### src/rtl/ifed_pkg.sv
// ----------------------------------------------------------------------------
// ifed_pkg: shared types and constants for the spin-flip energy delta core
// Action codes, register indexes, status codes, controller/datapath structs.
// ----------------------------------------------------------------------------
package ifed_pkg;

   localparam int MAX_SPINS_DEF     = 64;
   localparam int MAX_COUPLINGS_DEF = 256;
   localparam int DIAG_DEPTH_DEF    = 1024;

   localparam int VAL_W   = 32;
   localparam int DELTA_W = 48;
   localparam int ACC_W   = 64;

   typedef enum logic [2:0] {
      ACT_WR_FIELD = 3'd0,
      ACT_WR_COUP  = 3'd1,
      ACT_WR_DIAG  = 3'd2,
      ACT_WR_SPIN  = 3'd3,
      ACT_EV_ONE   = 3'd4,
      ACT_EV_PAIR  = 3'd5
   } action_type;

   localparam logic [1:0] ST_OK    = 2'd0;
   localparam logic [1:0] ST_RANGE = 2'd1;
   localparam logic [1:0] ST_SAME  = 2'd2;

   localparam logic [1:0] REG_SPIN_COUNT = 2'd0;
   localparam logic [1:0] REG_COUP_COUNT = 2'd1;
   localparam logic [1:0] REG_DIAG_SIZE  = 2'd2;
   localparam logic [1:0] REG_WEIGHT     = 2'd3;

   // controller -> datapath
   typedef struct packed {
      logic clear;      // clearing pass over the field RAM
      logic load;       // capture item and clear accumulator
      logic do_write;   // perform store write for a write action
      logic fields;     // add first field term, read second field
      logic field2;     // add second field term on a pair
      logic coup_rd;    // issue coupling read at walk index
      logic coup_acc;   // accumulate the returned coupling
      logic idx;        // compute pattern indices
      logic diag_rd0;   // read diag[before]
      logic diag_rd1;   // read diag[after]
      logic diag_mul;   // form difference diag[after] - diag[before]
      logic diag_acc;   // multiply weight by difference
      logic finish;     // add rounded product, saturate and register result
   } cmd_type;

   // datapath -> controller
   typedef struct packed {
      logic clear_last;
      logic is_write;
      logic is_eval;
      logic err;
      logic walk_last;
   } sts_type;

endpackage

### src/rtl/ifed_ctrl.sv
// ----------------------------------------------------------------------------
// ifed_ctrl: sequencer for the energy delta core
// Accepts an item, steps the datapath, holds the result register valid.
// ----------------------------------------------------------------------------
module ifed_ctrl (
   input  logic              clock,
   input  logic              reset,
   input  logic              req_valid,
   output logic              req_ready,
   output logic              rsp_valid,
   input  logic              rsp_ready,
   output ifed_pkg::cmd_type cmd,
   input  ifed_pkg::sts_type sts
);
   import ifed_pkg::*;

   typedef enum logic [3:0] {
      S_CLEAR, S_IDLE, S_DECODE, S_FIELD, S_FIELD2, S_WALK, S_DRAIN, S_IDX, S_D0,
      S_D1, S_DMUL, S_DPROD, S_FIN, S_OUT
   } state_type;

   state_type state_ff, state_in;
   logic      valid_ff;

   always_comb begin
      cmd      = '0;
      state_in = state_ff;
      unique case (state_ff)
         S_CLEAR: begin
            cmd.clear = 1'b1;
            if (sts.clear_last) state_in = S_IDLE;
         end
         S_IDLE: if (req_valid) begin
            cmd.load = 1'b1;
            state_in = S_DECODE;
         end
         S_DECODE: begin
            if (sts.is_write && !sts.err) cmd.do_write = 1'b1;
            state_in = (sts.is_eval && !sts.err) ? S_FIELD : S_FIN;
         end
         S_FIELD: begin
            cmd.fields = 1'b1;
            state_in   = S_FIELD2;
         end
         S_FIELD2: begin
            cmd.field2 = 1'b1;
            state_in   = S_WALK;
         end
         S_WALK: begin
            cmd.coup_acc = 1'b1;
            if (sts.walk_last) state_in = S_DRAIN;
            else cmd.coup_rd = 1'b1;
         end
         S_DRAIN: begin
            cmd.coup_acc = 1'b1;
            state_in     = S_IDX;
         end
         S_IDX: begin
            cmd.idx  = 1'b1;
            state_in = S_D0;
         end
         S_D0: begin
            cmd.diag_rd0 = 1'b1;
            state_in     = S_D1;
         end
         S_D1: begin
            cmd.diag_rd1 = 1'b1;
            state_in     = S_DMUL;
         end
         S_DMUL: begin
            cmd.diag_mul = 1'b1;
            state_in     = S_DPROD;
         end
         S_DPROD: begin
            cmd.diag_acc = 1'b1;
            state_in     = S_FIN;
         end
         S_FIN: begin
            cmd.finish = 1'b1;
            state_in   = S_OUT;
         end
         S_OUT: if (rsp_ready) state_in = S_IDLE;
         default: state_in = S_IDLE;
      endcase
   end

   always_ff @(posedge clock) begin
      if (reset) begin
         state_ff <= S_CLEAR;
         valid_ff <= 1'b0;
      end else begin
         state_ff <= state_in;
         valid_ff <= (state_in == S_OUT);
      end
   end

   assign req_ready = (state_ff == S_IDLE);
   assign rsp_valid = valid_ff;
endmodule

### config.mk
export PLATFORM = sky130hd
export DESIGN_NAME = ifed_ctrl
export DESIGN_NICKNAME = d
export VERILOG_FILES = /design/src/rtl/ifed_pkg.sv /design/src/rtl/ifed_ctrl.sv
export SDC_FILE = /design/constraint.sdc
export NUM_CORES = 1
export LEC_CHECK = 0
export BUFFER_PORTS_ARGS = -buffer_cell sky130_fd_sc_hd__buf_4
export CAP_MARGIN = 15
export CORE_AREA = 10 10 47 49
export CTS_BUF_LIST = sky130_fd_sc_hd__clkbuf_8 sky130_fd_sc_hd__clkbuf_16
export DETAILED_ROUTE_END_ITERATION = 8
export DIE_AREA = 0 0 57 59
export HOLD_SLACK_MARGIN = 0.05
export PLACE_DENSITY = 0.72
export SLEW_MARGIN = 30
export SYNTH_ARGS = -nofsm -noshare
export SYNTH_HDL_FRONTEND = slang
export SYNTH_SLANG_ARGS = --single-unit
### constraint.sdc
create_clock -name clock -period 1.5 [get_ports clock]
set_input_delay 0.225 -clock clock [delete_from_list [all_inputs] [get_ports clock]]
set_output_delay 0.225 -clock clock [all_outputs]
set_load 0.1 [all_outputs]
==> Flow_metrics.wiki <==
{| class="wikitable"
! Metric !! Value
|-
| Number of synthesized flops with an enable pin || 0
|-
| Routed wire length per instance || 17.4 um
|-
| H-tree Lvls || 1
|-
| Sinks on the clock net || 5
|-
| Total of max-cap violations || 0
|-
| Synthesized area divided by synthesized cell count || 7.40 um^2
|-
| Gpl congestion || 0.768
|-
| Layout Nets || 99
|-
| Final setup skew || 0.00224 ns
|-
| Fraction of layout instances using a drive strength above 1 || 0.697
|-
| Required time reported for the critical path endpoint || 1.27 ns
|-
| Drt first pass iters || 4
|-
| Endpoint arrival time on the critical path || 1.36 ns
|-
| Violation count after the first detailed-routing iteration || 11
|-
| Via Count || 549
|-
| Worst-path cell chain || or2b_4 -> nor3_4 -> buf_12
|-
| All-layer global routing usage || 0.100
|-
| Buffer and inverter count on the worst path || 1
|-
| Buffer depth of the longest clock path || 2
|-
| Syn-to-layout area delta || 121%
|-
| Total standard cell area after synthesis || 452 um^2
|-
| Origin of the critical flop-to-flop path || state_ff[3]$_SDFF_PP0_
|-
| Final TNS setup || -0.231 ns
|-
| Worst min-delay path class || in2reg
|-
| Fill cell count || 114
|-
| Worst slew margin relative to its limit || 0.815
|-
| Sequential cell area fraction in the yosys report || 0.222
|-
| Die W || 57 um
|-
| Post-Syn Nets || 70
|-
| Power density of the placed cells || 787 nW/um^2
|-
| Num ports || 24
|-
| Total global routing overflow || 0
|-
| Dpl hpwl || 1210 um
|-
| Max stage delay on crit path || 0.36 ns
|-
| Share of the clock period used by the worst path after layout || 1.06
|-
| Pin count of the biggest net entering global routing || 13
|-
| Worst-case hold slack || 0.194 ns
|-
| Peak Freq || 0.630 GHz
|-
| Root cell of the clock tree || sky130_fd_sc_hd__clkbuf_8
|-
| Fin. Hold Viols || 0
|-
| CP startpoint kind || flop
|-
| Setup Crit Path Kind || reg2out
|-
| FP Rows || 14
|-
| #FFs+latches synth || 5
|-
| Asr flop ratio synth || 0
|-
| Setup Buffers After CTS || 0
|-
| Via-to-Cell Ratio || 5.23
|-
| Number of buffers inserted during clock tree synthesis || 3
|-
| Wire length of the first global-routing pass || 2680 um
|-
| Critical-path top delay cell || sky130_fd_sc_hd__dfxtp_4
|-
| Failing checks || negative setup slack
|-
| CP endpoint kind || output port
|-
| N_diodes || 0
|-
| Gate count after technology mapping || 61
|-
| Outcome || complete, but fails checks
|-
| Number of cells traversed by the worst hold path || 2
|-
| Crit-path leading delay family || simple AND/OR/NAND/NOR gates
|-
| Slew at the pin closest to its max-slew limit || 0.279 ns
|-
| Hold endpoint || state_ff[3]$_SDFF_PP0_
|-
| DRT antenna net count || 0
|-
| Die Area || 3360 um^2
|-
| Worst-path maximum fanout || 6
|-
| Fin crit period || 1.59 ns
|-
| TritonCTS clock tree || built
|-
| Count of pins over their slew limit || 0
|-
| Worst-case register-to-register setup slack || 0.24 ns
|-
| Unrepaired setup endpoints after global routing || yes
|-
| Core Footprint || 1400 um^2
|-
| Clock-pin transition on the worst setup and hold timing paths || 0.04 ns
|-
| Static leakage power || 0.395 nW
|-
| Count of unique library cells instantiated by Yosys || 29
|-
| Worst-case vdd ir drop || 713 uV
|-
| Most common cell after layout, fill and taps aside || sky130_fd_sc_hd__buf_4
|-
| Total placed cells including tap cells || 101
|-
| Finished Layout Cells || 105
|-
| Worst skew pair latency || 0.22 ns
|-
| Final setup vio count || 5
|-
| Power, Total || 0.000786 W
|-
| Initial cell density of the core || 0.322
|-
| Number of antenna violations at the first check in global routing || 0
|-
| Vias in the first global route || 560
|-
| Most frequent cells in the layout || sky130_fd_sc_hd__buf_4 (14), sky130_fd_sc_hd__buf_12 (10), sky130_fd_sc_hd__nor2_4 (7), sky130_fd_sc_hd__nor3_4 (5), sky130_fd_sc_hd__o21ai_0 (5)
|-
| Predominant post-synthesis flop cell || sky130_fd_sc_hd__dfxtp_1
|-
| PnR worst setup slack || -0.0869 ns
|-
| Post-route DRC violation count || 0
|-
| Total wire length || 1820 um
|-
| Crit Reg-Reg Endpoint || state_ff[1]$_SDFF_PP0_
|-
| Yosys synthesis warning count || 0
|-
| Number of input and output port buffers inserted || 23
|-
| Instance area at placement || 788 um^2
|-
| Hold Path Origin || reset
|-
| Die boundary height || 59 um
|-
| Post-Layout Inst Area || 998 um^2
|-
| Depth of the worst register-to-register path || 5
|}
[cell usage after synthesis (2+ instances only)]
cell type,number,area [um^2]
sky130_fd_sc_hd__dfxtp_1,5,100
sky130_fd_sc_hd__nand2_1,5,18.8
sky130_fd_sc_hd__a21oi_1,4,20.0
sky130_fd_sc_hd__nor2_1,9,33.8
sky130_fd_sc_hd__inv_1,2,7.51
sky130_fd_sc_hd__buf_6,3,33.8
sky130_fd_sc_hd__nor3_1,6,30.0
sky130_fd_sc_hd__o21ai_0,5,25.0
sky130_fd_sc_hd__or2b_1,2,15.0
[final cells by class]
| class | instances | area, um^2 | share of cell area |
|---|---|---|---|
| timing repair buffer | 29 | 365 | 0.366 |
| clock buffer | 3 | 41.3 | 0.0414 |
| clock inverter | 1 | 3.75 | 0.00376 |
| multi-input combinational | 49 | 450 | 0.451 |
| sequential | 5 | 108 | 0.108 |
| tap | 16 | 20.0 | 0.0201 |
| inverter | 2 | 10.0 | 0.0100 |
[per-stage QoR]
step	utilization	setup slack [ns]
2_1_floorplan	-	-0.439
3_3_place_gp	0.563	0.0437
3_5_place_dp	0.563	0.0371
4_1_cts	0.664	-0.0576
5_1_grt	0.713	-0.134
6_report	0.713	-0.0869
[what timing repair did]
action	4_1_cts	5_1_grt
gates resized for setup	26	16
hold buffers	0	0
pin swaps	3	4
cloned	0	0
endpoints found under the setup margin	14	13
[power by group]
part | internal [W] | switching (W) | total [W] | leakage [nW]
combinational | 0.000135 | 0.000249 | 0.000384 | 0.326
clock | 0.000176 | 0.0000727 | 0.000249 | 0.0269
sequential | 0.000143 | 0.0000111 | 0.000154 | 0.0427
total | 0.000453 | 0.000333 | 0.000786 | 0.395
[cells by family (layout without fill, tap and decap cells)]
kind of cell | count (synthesis) | in the layout | synth area share
AOI/OAI and AO/OA | 15 | 15 | 0.222
buffers and inverters | 7 | 35 | 0.119
and+or+nand+nor | 33 | 33 | 0.416
muxes | 1 | 1 | 0.0222
DFF | 5 | 5 | 0.222
[worst max-delay path by stage]
stage	from	endpoint	slack, ns	depth (start not counted)
floorplan	state_ff[2]$_SDFF_PP0_	cmd[10]	-0.44	3
global placement	state_ff[2]$_SDFF_PP0_	cmd[9]	0.04	4
detailed placement	state_ff[2]$_SDFF_PP0_	cmd[9]	0.04	4
CTS	state_ff[3]$_SDFF_PP0_	cmd[10]	-0.06	3
global route	state_ff[2]$_SDFF_PP0_	cmd[8]	-0.13	3
finish	state_ff[2]$_SDFF_PP0_	cmd[8]	-0.09	3
[routing by layer]
layer / wire length (um) / GRT usage / share of wire / vias to the layer above
met5: 0 / 0 / 0 / -
met4: 14 / 0.0403 / 0.0077 / 0
met1: 630 / 0.103 / 0.35 / 264
met2: 1080 / 0.177 / 0.59 / 17
li1: - / - / - / 266
met3: 101 / 0.0408 / 0.055 / 2
[state kept, by name, summed over array words and instances, names as in the netlist]
name,count
state_ff,4
rsp_valid,1
Note: power is estimated with default switching activity, not from simulation.
